`src/sv/dis_pkg.sv`:
```
// ----------------------------------------------------------------------------
// Disjoint interval set package
// Shared constants, codes and control types for the disjoint interval set.
// ----------------------------------------------------------------------------
package dis_pkg;

  localparam int MAX_INTERVALS = 32;
  localparam int VALUE_BITS    = 16;
  localparam int COUNT_W       = $clog2(MAX_INTERVALS + 1);
  localparam int IDX_W         = $clog2(MAX_INTERVALS);

  typedef enum logic {
    OP_ADD  = 1'b0,
    OP_LIST = 1'b1
  } opcode_t;

  typedef enum logic [2:0] {
    ST_COVERED   = 3'd0,
    ST_NEW       = 3'd1,
    ST_END_EXT   = 3'd2,
    ST_START_EXT = 3'd3,
    ST_JOINED    = 3'd4,
    ST_FULL      = 3'd5,
    ST_ENTRY     = 3'd6,
    ST_EMPTY     = 3'd7
  } status_t;

  typedef enum logic [1:0] {
    S_IDLE,
    S_ADD,
    S_LIST
  } ctrl_state_t;

  typedef struct packed {
    logic capture;
    logic add_exec;
    logic list_emit;
    logic list_last;
    logic list_empty;
  } dis_cmd_t;

  typedef struct packed {
    logic               out_free;
    logic [COUNT_W-1:0] count;
  } dis_stat_t;

endpackage

```
`src/sv/dis_ctrl.sv`:
```
// ----------------------------------------------------------------------------
// Disjoint interval set controller
// Sequences request capture, the add update and the listing walk.
// ----------------------------------------------------------------------------
module dis_ctrl (
  input  logic              clk,
  input  logic              rst,
  input  logic              req_valid,
  input  dis_pkg::opcode_t  req_opcode,
  output logic              req_ready,
  input  dis_pkg::dis_stat_t stat,
  output dis_pkg::dis_cmd_t cmd
);
  import dis_pkg::*;

  ctrl_state_t      state;
  ctrl_state_t      state_next;
  logic [IDX_W-1:0] idx;
  logic [IDX_W-1:0] idx_next;
  logic             last;

  assign last = (COUNT_W'(idx) + COUNT_W'(1)) == stat.count;

  always_ff @(posedge clk) begin
    if (rst) begin
      state <= S_IDLE;
      idx   <= '0;
    end else begin
      state <= state_next;
      idx   <= idx_next;
    end
  end

  always_comb begin
    state_next = state;
    case (state)
      S_IDLE: begin
        if (req_valid) begin
          state_next = (req_opcode == OP_ADD) ? S_ADD : S_LIST;
        end
      end
      S_ADD: begin
        if (stat.out_free) begin
          state_next = S_IDLE;
        end
      end
      S_LIST: begin
        if (stat.out_free && ((stat.count == '0) || last)) begin
          state_next = S_IDLE;
        end
      end
      default: state_next = S_IDLE;
    endcase
  end

  always_comb begin
    req_ready = 1'b0;
    cmd       = '0;
    idx_next  = idx;
    case (state)
      S_IDLE: begin
        req_ready   = 1'b1;
        cmd.capture = req_valid;
      end
      S_ADD: begin
        cmd.add_exec = stat.out_free;
      end
      S_LIST: begin
        if (stat.out_free) begin
          if (stat.count == '0) begin
            cmd.list_empty = 1'b1;
          end else begin
            cmd.list_emit = 1'b1;
            cmd.list_last = last;
            idx_next      = last ? '0 : idx + IDX_W'(1);
          end
        end
      end
      default: begin
        idx_next = '0;
      end
    endcase
  end

endmodule

```
`config.mk`:
```
export PLATFORM = sky130hd
export DESIGN_NAME = dis_ctrl
export DESIGN_NICKNAME = d
export VERILOG_FILES = /design/src/sv/dis_pkg.sv /design/src/sv/dis_ctrl.sv
export SDC_FILE = /design/constraint.sdc
export NUM_CORES = 1
export LEC_CHECK = 0
export ABC_AREA = 1
export BUFFER_PORTS_ARGS = -buffer_cell sky130_fd_sc_hd__buf_2
export CORE_AREA = 8 8 45 47
export DETAILED_ROUTE_END_ITERATION = 12
export DIE_AREA = 0 0 53 55
export HOLD_SLACK_MARGIN = 0.02
export PLACE_DENSITY_LB_ADDON = 0.2
export SKIP_LAST_GASP = 1
export SLEW_MARGIN = 25
export SYNTH_ARGS = -nofsm -noshare
export SYNTH_HDL_FRONTEND = slang
export SYNTH_SLANG_ARGS = --single-unit
```
`constraint.sdc`:
```
create_clock -name clk -period 1.69 [get_ports clk]
set_clock_uncertainty 0.05 [all_clocks]
set_input_delay 0.0845 -clock clk [delete_from_list [all_inputs] [get_ports clk]]
set_output_delay 0.0845 -clock clk [all_outputs]
set_load 0.02 [all_outputs]
```
Word level (Yosys, flattened, before mapping)
Index checks and enable logic that the tools add are counted.

storage, ports and cells
  output and inout bits = 6
  register bits after elaboration = 7
  logic and storage cells = 36
  input bits = 11

cells by class
  muxes and demuxes = 16
  bitwise operators = 1
  add/subtract/negate cells = 2
  eq/ne operators = 8
  reduce and logical (&&, ||, !) cells = 7

operator list
  cell                   number
  $mux W5                3
  $mux W2                5
  $ne A2 B2 Y1 const B   5
  $pmux W5 S2            1
  $add A5 B1 Y6 const B  1
  $eq A6 B6 Y1           1
  $logic_not A6 Y1       1
  $mux W3                2
  $pmux W2 S3            1
  $reduce_and A3 Y1      2
  $add A5 B1 Y5 const B  1
  $mux W1                4
  $eq A2 B1 Y1 const B   1
  $eq A2 B2 Y1 const B   1
  $logic_not A2 Y1       1
  $reduce_or A2 Y1       1
  $logic_and A1 B1 Y1    1
  $logic_or A1 B1 Y1     1
  $not A1 Y1             1

Depth between registers and ports, before layout
Gate-level depths: netlist of run 1.

  depth in word-level cells = 6
  gate-level depth with buffers = 12
  gate-level depth less buffers = 12

Least setup slack after synthesis of run 1
OpenSTA, ideal clock, no wires.

  kind = register to output
  from = register idx[0]
  to = output cmd[1] (netlist name)
  data arrival time = 1493 ps
  path buffers = 0
  setup slack = 63 ps
  cell stages (with the launch flop) = 9
  cell sequence = dfxtp_1 > ha_1 > nand2_1 > nand2_1 > nor2_1 > nand3_1 > nor2_1 > nand3_2 > nor3_2

RTL lines
  element                   line            source
  start: declaration        dis_ctrl.sv:18  logic [IDX_W-1:0] idx;
  start signal: assignment  dis_ctrl.sv:30  idx <= idx_next;
  end: declaration          dis_ctrl.sv:12  output dis_pkg::dis_cmd_t cmd

==> run_summary.xml, run 1 <==
<?xml version="1.0" encoding="UTF-8"?>
<metrics>
  <group name="outcome">
    <metric name="run_status" unit="">finished with violations</metric>
    <metric name="violations" unit="">setup timing</metric>
  </group>
  <group name="critical_path">
    <metric name="criticalPathCategory" unit="">register to output pin</metric>
    <metric name="critical_path.endpoint_type" unit="">output pin</metric>
    <metric name="rr_endpoint" unit="">state[1]</metric>
    <metric name="slowest_stage_delay_cp" unit="ns">0.34</metric>
    <metric name="path_max_fanout" unit="">3</metric>
    <metric name="worst_flop_to_flop_path_startpoint" unit="">idx[1]</metric>
    <metric name="critPathMostFrequentCell" unit="">nand2_2</metric>
    <metric name="ff2ff_path_depth" unit="">12</metric>
    <metric name="worst-r2r-setup-slack" unit="ns">0.09</metric>
    <metric name="slowest_stage" unit="">dfxtp_2</metric>
    <metric name="worst_ep_arrival_time" unit="ns">1.67</metric>
    <metric name="cp_cell_sequence" unit="">ha_4 -&gt; inv_2 -&gt; nand2_2 -&gt; nand2_2 -&gt; nor2_2 -&gt; nand3_1 -&gt; nor2_1 -&gt; nand3_2 -&gt; nor3_2 -&gt; buf_4</metric>
    <metric name="critPathRequiredTime" unit="ns">1.56</metric>
    <metric name="cp-startpoint" unit="">idx[1]</metric>
    <metric name="worstSetupStartpointType" unit="">register</metric>
    <metric name="timing.critical_path.to" unit="">cmd[1]</metric>
  </group>
  <group name="cells_and_area">
    <metric name="antenna_cells_inserted" unit="">0</metric>
    <metric name="drive_above_1_share" unit="%">31.7</metric>
    <metric name="utilization" unit="%">62.8</metric>
    <metric name="instances_no_fill" unit="">158</metric>
    <metric name="nets" unit="">155</metric>
    <metric name="fillCellCount" unit="">138</metric>
    <metric name="area_growth" unit="%">38.4</metric>
  </group>
  <group name="detailed_routing">
    <metric name="drt-wirelength-per-cell" unit="microns">11.3</metric>
    <metric name="detailedRoute.firstPassIterationCount" unit="">4</metric>
    <metric name="num_vias" unit="">796</metric>
    <metric name="drc" unit="">0</metric>
    <metric name="routed_wl" unit="microns">1790</metric>
    <metric name="post_drt_via_cell_ratio" unit="">5.04</metric>
    <metric name="drt_first_iter_violations" unit="">26</metric>
    <metric name="ant_nets" unit="">0</metric>
  </group>
  <group name="place">
    <metric name="placed_wire_length_estimate_after_detailed_placement" unit="microns">1350</metric>
    <metric name="port_buffers" unit="">16</metric>
    <metric name="gpl.final_weighted_congestion" unit="">0.866</metric>
    <metric name="placedCellCount" unit="">149</metric>
    <metric name="worst_case_setup_slack_after_placement" unit="ns">0.0207</metric>
  </group>
  <group name="sta">
    <metric name="period_share" unit="%">107</metric>
    <metric name="setup_total_negative_slack" unit="ns">-0.116</metric>
    <metric name="unrepaired_setup_endpoints_after_global_routing" unit="">yes</metric>
    <metric name="report.final.setup_viol" unit="">1</metric>
    <metric name="finalWorstPathRequiredPeriod" unit="ns">1.81</metric>
    <metric name="tightestPinTransition" unit="ns">0.304</metric>
    <metric name="post-route-worst-setup-slack" unit="ns">-0.116</metric>
    <metric name="slew_headroom" unit="%">79.7</metric>
    <metric name="final_hold_viol_count" unit="">0</metric>
    <metric name="max_clock_freq" unit="MHz">554</metric>
    <metric name="final_report_max_slew_violation_count" unit="">0</metric>
  </group>
  <group name="yosys">
    <metric name="synth.distinct_cells" unit="">16</metric>
    <metric name="synth.largest_area_cell" unit="">nand2_1</metric>
    <metric name="synth.yosys.seq_area_share" unit="%">22.3</metric>
    <metric name="synth.ff_latch_count" unit="">7</metric>
    <metric name="synthesis.nets" unit="">127</metric>
    <metric name="synth_largest_type_area_fraction" unit="%">22.7</metric>
    <metric name="netlist_top_cells_area" unit="">nand2_1 23%, dfxtp_1 22%, inv_1 12%</metric>
    <metric name="synth_area_per_cell" unit="sq um">5.46</metric>
    <metric name="synthesis.instances" unit="">115</metric>
    <metric name="yosys_warnings" unit="">0</metric>
    <metric name="synth_area" unit="sq um">628</metric>
  </group>
  <group name="grt">
    <metric name="antenna_found_initial" unit="">0</metric>
    <metric name="globalRoute.totalOverflow" unit="">0</metric>
    <metric name="globalRouteTotalUtil" unit="%">12.9</metric>
    <metric name="grt_pass1_wl" unit="microns">2880</metric>
    <metric name="vias_in_the_first_global_route" unit="">725</metric>
    <metric name="largest_net_degree_at_the_start_of_global_routing" unit="">8</metric>
  </group>
  <group name="power">
    <metric name="power.total" unit="W">0.000452</metric>
    <metric name="ir_worst_vdd" unit="mV">0.434</metric>
    <metric name="pwr_density_cell" unit="nW/um^2">520</metric>
    <metric name="p_leak" unit="nW">0.426</metric>
  </group>
  <group name="cts">
    <metric name="clkTransAtPathRegs" unit="ns">0.06</metric>
    <metric name="tritoncts" unit="">yes</metric>
    <metric name="htree_levels" unit="">1</metric>
    <metric name="clock_tree.buffer_depth" unit="">2</metric>
    <metric name="clkLatencyLatePin" unit="ns">0.25</metric>
    <metric name="number_of_clock_buffers_inserted_by_tritoncts" unit="">3</metric>
    <metric name="clkSinkCount" unit="">7</metric>
    <metric name="clockRootBuffer" unit="">clkbuf_4</metric>
  </group>
  <group name="floorplanning">
    <metric name="top_level_ports" unit="">17</metric>
    <metric name="die_y" unit="microns">55</metric>
    <metric name="fp.coreArea" unit="sq um">1380</metric>
    <metric name="initial_util" unit="%">45.4</metric>
    <metric name="rows" unit="">14</metric>
    <metric name="design.die.area" unit="sq um">2920</metric>
    <metric name="die_w" unit="microns">53</metric>
  </group>
  <group name="hold_path">
    <metric name="min_path_type" unit="">primary input to register</metric>
  </group>
  <group name="job">
    <metric name="max-cap-violations" unit="">0</metric>
  </group>
</metrics>
## logic make-up after synthesis
kind of cell | Yosys count | share of synthesized area [%]
DFF | 7 | 22.3
adders and majority gates | 1 | 1.99
and+or+nand+nor | 78 | 56.6
buffers and inverters | 20 | 12.0
AOI/OAI and AO/OA | 9 | 7.17
## cell usage after synthesis
cell type,instances
nor3_1,2
nor3b_1,1
dfxtp_1,7
nand3_2,2
nand3_1,13
nor2_2,2
a21oi_1,7
nand4_1,2
o21ai_0,2
ha_1,1
nand2_2,1
nand4_2,1
inv_1,20
nor2_1,15
nor3_2,1
nand2_1,38
## layout by cell type, fill, tap and decap left out
cell,count
nand2_2,4
nand4_1,2
clkinv_2,1
a21oi_2,1
o21ai_0,2
inv_2,1
nor3_1,2
nand3_2,2
clkbuf_4,3
nor2_2,4
dfxtp_2,3
dlygate4sd3_1,1
nand4_2,1
inv_1,19
nand3_4,1
nor2_1,13
dfxtp_1,4
buf_6,3
nand3_1,12
nor3_2,1
nand2_1,35
buf_4,4
buf_2,15
ha_4,1
nor3b_1,1
a21oi_1,6
## final cells by class
type,instances,area [sq um],share of cell area (%)
clock buffers,3,22.5,2.59
clock inverters,1,5.00,0.576
inverters,20,75.1,8.63
multi-input cells,88,454,52.2
flip-flops and latches,7,144,16.5
well taps,16,20.0,2.30
repair buffers,23,149,17.1
## critical path, delay by kind of cell (launching register included)
kind / cells / cell delay [ns]
buf+inv: 2 / 0.19
fa+ha+maj: 1 / 0.27
simple gates: 7 / 0.60
flops: 1 / 0.34
## repair_timing
action,4_1_cts,5_1_grt
setup buffers,3,2
setup endpoints to repair,1,6
hold buffers,1,0
pin swaps,6,4
hold endpoints to repair,4,0
gates resized for setup,7,10
## report_power, final
part | leakage (nW) | switching [W] | internal (W)
Combinational | 0.350 | 0.0000737 | 0.0000489
Clock | 0.0177 | 0.0000640 | 0.0000865
Sequential | 0.0584 | 0.00000748 | 0.000172
## sequential cells by signal (all words and copies together) (netlist names)
| register | flops |
|---|---|
| idx | 5 |
| state | 2 |
## per-stage QoR
step	hold WS [ns]	area, sq um
3_5_place_dp	0.278	743
6_report	0.0542	870
4_1_cts	0.0502	825
5_1_grt	0.0767	870
3_3_place_gp	0.276	743
2_1_floorplan	0.104	628
## routing by layer
layer / part of all wire (%) / track usage (%)
met5: 0 / 0
met4: 2.5 / 5.17
met3: 2.5 / 1.60
met2: 53 / 24.2
met1: 42 / 14.3
## worst min path at each step
| stage | start | to | slack, ns | cells past startpoint |
|---|---|---|---|---|
| 4_1_cts | req_opcode | state[0] | 0.05 | 4 |
| 3_5_place_dp | rst | idx[3] | 0.28 | 2 |
| 5_1_grt | req_opcode | state[1] | 0.08 | 3 |
| 2_1_floorplan | rst | idx[1] | 0.10 | 1 |
| 6_report | req_opcode | state[0] | 0.05 | 4 |
| 3_3_place_gp | rst | idx[3] | 0.28 | 2 |
Note: power is estimated with default switching activity, not from simulation.
==> inputs of run 2 (changes only) <==
- CORE_AREA: 8 8 45 47 -> 5 5 42 44
- DIE_AREA: 0 0 53 55 -> 0 0 47 49
==> run 2 against run 1 <==
Net effect:
- the flow still finishes with violations (setup timing)
- register-to-register slack got worse by 0.17 ns
- final area up 0.72%
- sequential share of layout area decreased by 0.12 points
- wire length shrank 6.3%
- first-iteration DRC count is 15% lower
- count of clock-buffer cells in the layout rose by 1
- die area fell by 21%
- sequential power about the same
- final cell count is 1.9% higher
- global-route usage up 3.2 points
- fmax rose by 1.6%
- critical endpoint unchanged
- largest cell class unchanged
==> run_summary.xml, run 2 (synthesis results as in run 1) <==
<?xml version="1.0" encoding="UTF-8"?>
<metrics>
  <group name="cells_and_area">
    <metric name="mostFrequentLayoutCell" unit="">nand2_1</metric>
    <metric name="layout_common_cells" unit="">34 x nand2_1, 19 x inv_1, 15 x buf_2</metric>
    <metric name="max_flop_register" unit="">idx</metric>
    <metric name="flip_flop_count_of_the_largest_register_after_layout" unit="">5</metric>
    <metric name="nets" unit="">158</metric>
    <metric name="utilization" unit="%">62.5</metric>
    <metric name="antenna_cells_inserted" unit="">0</metric>
    <metric name="drive_above_1_share" unit="%">32.4</metric>
    <metric name="reg_top3" unit="">idx (5), state (2)</metric>
    <metric name="post_route_cell_area" unit="sq um">876</metric>
    <metric name="area_growth" unit="%">39.4</metric>
    <metric name="fillCellCount" unit="">139</metric>
  </group>
  <group name="sta">
    <metric name="unrepaired_setup_endpoints_after_global_routing" unit="">yes</metric>
    <metric name="finalWorstPathRequiredPeriod" unit="ns">1.78</metric>
    <metric name="report.final.setup_viol" unit="">3</metric>
    <metric name="period_share" unit="%">105</metric>
    <metric name="slew_headroom" unit="%">80.7</metric>
    <metric name="final_hold_viol_count" unit="">0</metric>
    <metric name="tightestPinTransition" unit="ns">0.288</metric>
    <metric name="post-route-worst-setup-slack" unit="ns">-0.0870</metric>
    <metric name="hold_ws" unit="ns">0.0620</metric>
    <metric name="final_report_max_slew_violation_count" unit="">0</metric>
    <metric name="max_clock_freq" unit="MHz">563</metric>
  </group>
  <group name="floorplanning">
    <metric name="rows" unit="">14</metric>
    <metric name="design.die.area" unit="sq um">2300</metric>
    <metric name="initial_util" unit="%">44.8</metric>
    <metric name="fp.coreArea" unit="sq um">1400</metric>
    <metric name="die_y" unit="microns">49</metric>
    <metric name="top_level_ports" unit="">17</metric>
    <metric name="die_w" unit="microns">47</metric>
  </group>
  <group name="detailed_routing">
    <metric name="num_vias" unit="">812</metric>
    <metric name="drt-wirelength-per-cell" unit="microns">10.4</metric>
    <metric name="drt_first_iter_violations" unit="">22</metric>
    <metric name="routed_wl" unit="microns">1680</metric>
    <metric name="detailedRoute.firstPassIterationCount" unit="">4</metric>
    <metric name="ant_nets" unit="">0</metric>
    <metric name="post_drt_via_cell_ratio" unit="">5.04</metric>
    <metric name="drc" unit="">0</metric>
  </group>
  <group name="cts">
    <metric name="htree_levels" unit="">1</metric>
    <metric name="clock_tree.buffer_depth" unit="">2</metric>
    <metric name="number_of_clock_buffers_inserted_by_tritoncts" unit="">3</metric>
    <metric name="tritoncts" unit="">yes</metric>
    <metric name="clkSinkCount" unit="">7</metric>
    <metric name="clockRootBuffer" unit="">clkbuf_4</metric>
    <metric name="clkTransAtPathRegs" unit="ns">0.05</metric>
    <metric name="clkLatencyLatePin" unit="ns">0.24</metric>
  </group>
  <group name="critical_path">
    <metric name="worst_ep_arrival_time" unit="ns">1.64</metric>
    <metric name="worst-r2r-setup-slack" unit="ns">-0.08</metric>
    <metric name="critical_path.endpoint_type" unit="">output pin</metric>
    <metric name="ff2ff_path_depth" unit="">14</metric>
    <metric name="rr_endpoint" unit="">state[1]</metric>
    <metric name="criticalPathCategory" unit="">register to output pin</metric>
    <metric name="worstSetupStartpointType" unit="">register</metric>
    <metric name="worst_flop_to_flop_path_startpoint" unit="">idx[0]</metric>
    <metric name="critPathRequiredTime" unit="ns">1.56</metric>
    <metric name="path_max_fanout" unit="">3</metric>
  </group>
  <group name="power">
    <metric name="p_leak" unit="nW">0.438</metric>
    <metric name="power.total" unit="W">0.000451</metric>
    <metric name="pwr_density_cell" unit="nW/um^2">515</metric>
    <metric name="ir_worst_vdd" unit="mV">0.454</metric>
  </group>
  <group name="hold_path">
    <metric name="hp-start" unit="">req_opcode</metric>
    <metric name="worst_hold_path.endpoint" unit="">state[0]</metric>
    <metric name="min_path_type" unit="">primary input to register</metric>
    <metric name="whs_path_depth" unit="">4</metric>
  </group>
  <group name="place">
    <metric name="placed_wire_length_estimate_after_detailed_placement" unit="microns">1280</metric>
    <metric name="port_buffers" unit="">16</metric>
    <metric name="gpl.final_weighted_congestion" unit="">0.859</metric>
    <metric name="post_dp_cell_area" unit="sq um">743</metric>
  </group>
  <group name="outcome">
    <metric name="run_status" unit="">finished with violations</metric>
    <metric name="violations" unit="">setup timing</metric>
  </group>
  <group name="grt">
    <metric name="largest_net_degree_at_the_start_of_global_routing" unit="">8</metric>
    <metric name="antenna_found_initial" unit="">0</metric>
    <metric name="globalRouteTotalUtil" unit="%">16.1</metric>
    <metric name="globalRoute.totalOverflow" unit="">0</metric>
    <metric name="grt_pass1_wl" unit="microns">2870</metric>
    <metric name="vias_in_the_first_global_route" unit="">741</metric>
  </group>
  <group name="job">
    <metric name="max-cap-violations" unit="">0</metric>
  </group>
</metrics>
==> run 2: worst max-delay path, stage by stage (launching register included) <==
cell	delay, ns
dfxtp_2	0.33
ha_4	0.28
inv_2	0.04
nand2_2	0.05
nand2_1	0.06
nor2_1	0.09
nand3_1	0.07
nor2_1	0.12
nand3_2	0.10
nor3_2	0.12
buf_4	0.16
==> run 2: layer usage <==
metal | global-route usage (%) | share of wire [%] | vias up
li1 | - | - | 421
met1 | 19.7 | 40 | 360
met2 | 26.0 | 52 | 27
met3 | 1.85 | 6.3 | 4
met4 | 8.76 | 1.7 | 0
met5 | 0 | 0 | -
==> run 2: worst max path at each step <==
stage,from,depth (start not counted),endpoint,slack [ns]
floorplan,idx[0],8,cmd[1],0.06
global placement,idx[0],10,cmd[1],0.08
detailed placement,idx[0],10,cmd[1],0.05
CTS,idx[0],10,cmd[1],-0.12
global route,idx[0],10,cmd[1],-0.18
finish,idx[0],10,cmd[1],-0.09
==> run 2: power by group <==
| group | leakage, nW | internal, W | total (W) | switching (W) |
|---|---|---|---|---|
| registers | 0.0584 | 0.000172 | 0.000179 | 0.00000715 |
| clock network | 0.0150 | 0.0000896 | 0.000144 | 0.0000543 |
| logic | 0.364 | 0.0000544 | 0.000128 | 0.0000739 |
==> run 2: final cells by class <==
type	instances	area (sq um)	share of cell area (%)
inverter	20	75.1	8.57
tap	16	20.0	2.29
clock buffer	4	26.3	3.00
multi-input combinational	88	447	51.0
sequential	7	144	16.4
timing repair buffer	26	164	18.7
==> run 2: metrics by stage <==
| stage | setup WS, ns | std cells | TNS, ns |
|---|---|---|---|
| after floorplan | 0.0627 | 115 | 0 |
| after global placement | 0.0823 | 149 | 0 |
| after detailed placement | 0.0492 | 149 | 0 |
| after CTS | -0.119 | 161 | -0.177 |
| after global routing | -0.180 | 161 | -0.846 |
| final | -0.0870 | 161 | -0.173 |
==> run 2: timing repair <==
action	CTS	global route
buffers inserted	7	0
endpoints found under the hold margin	3	0
hold buffers	1	0
gates resized for setup	8	6
pin swaps	6	8
setup endpoints to repair	1	7
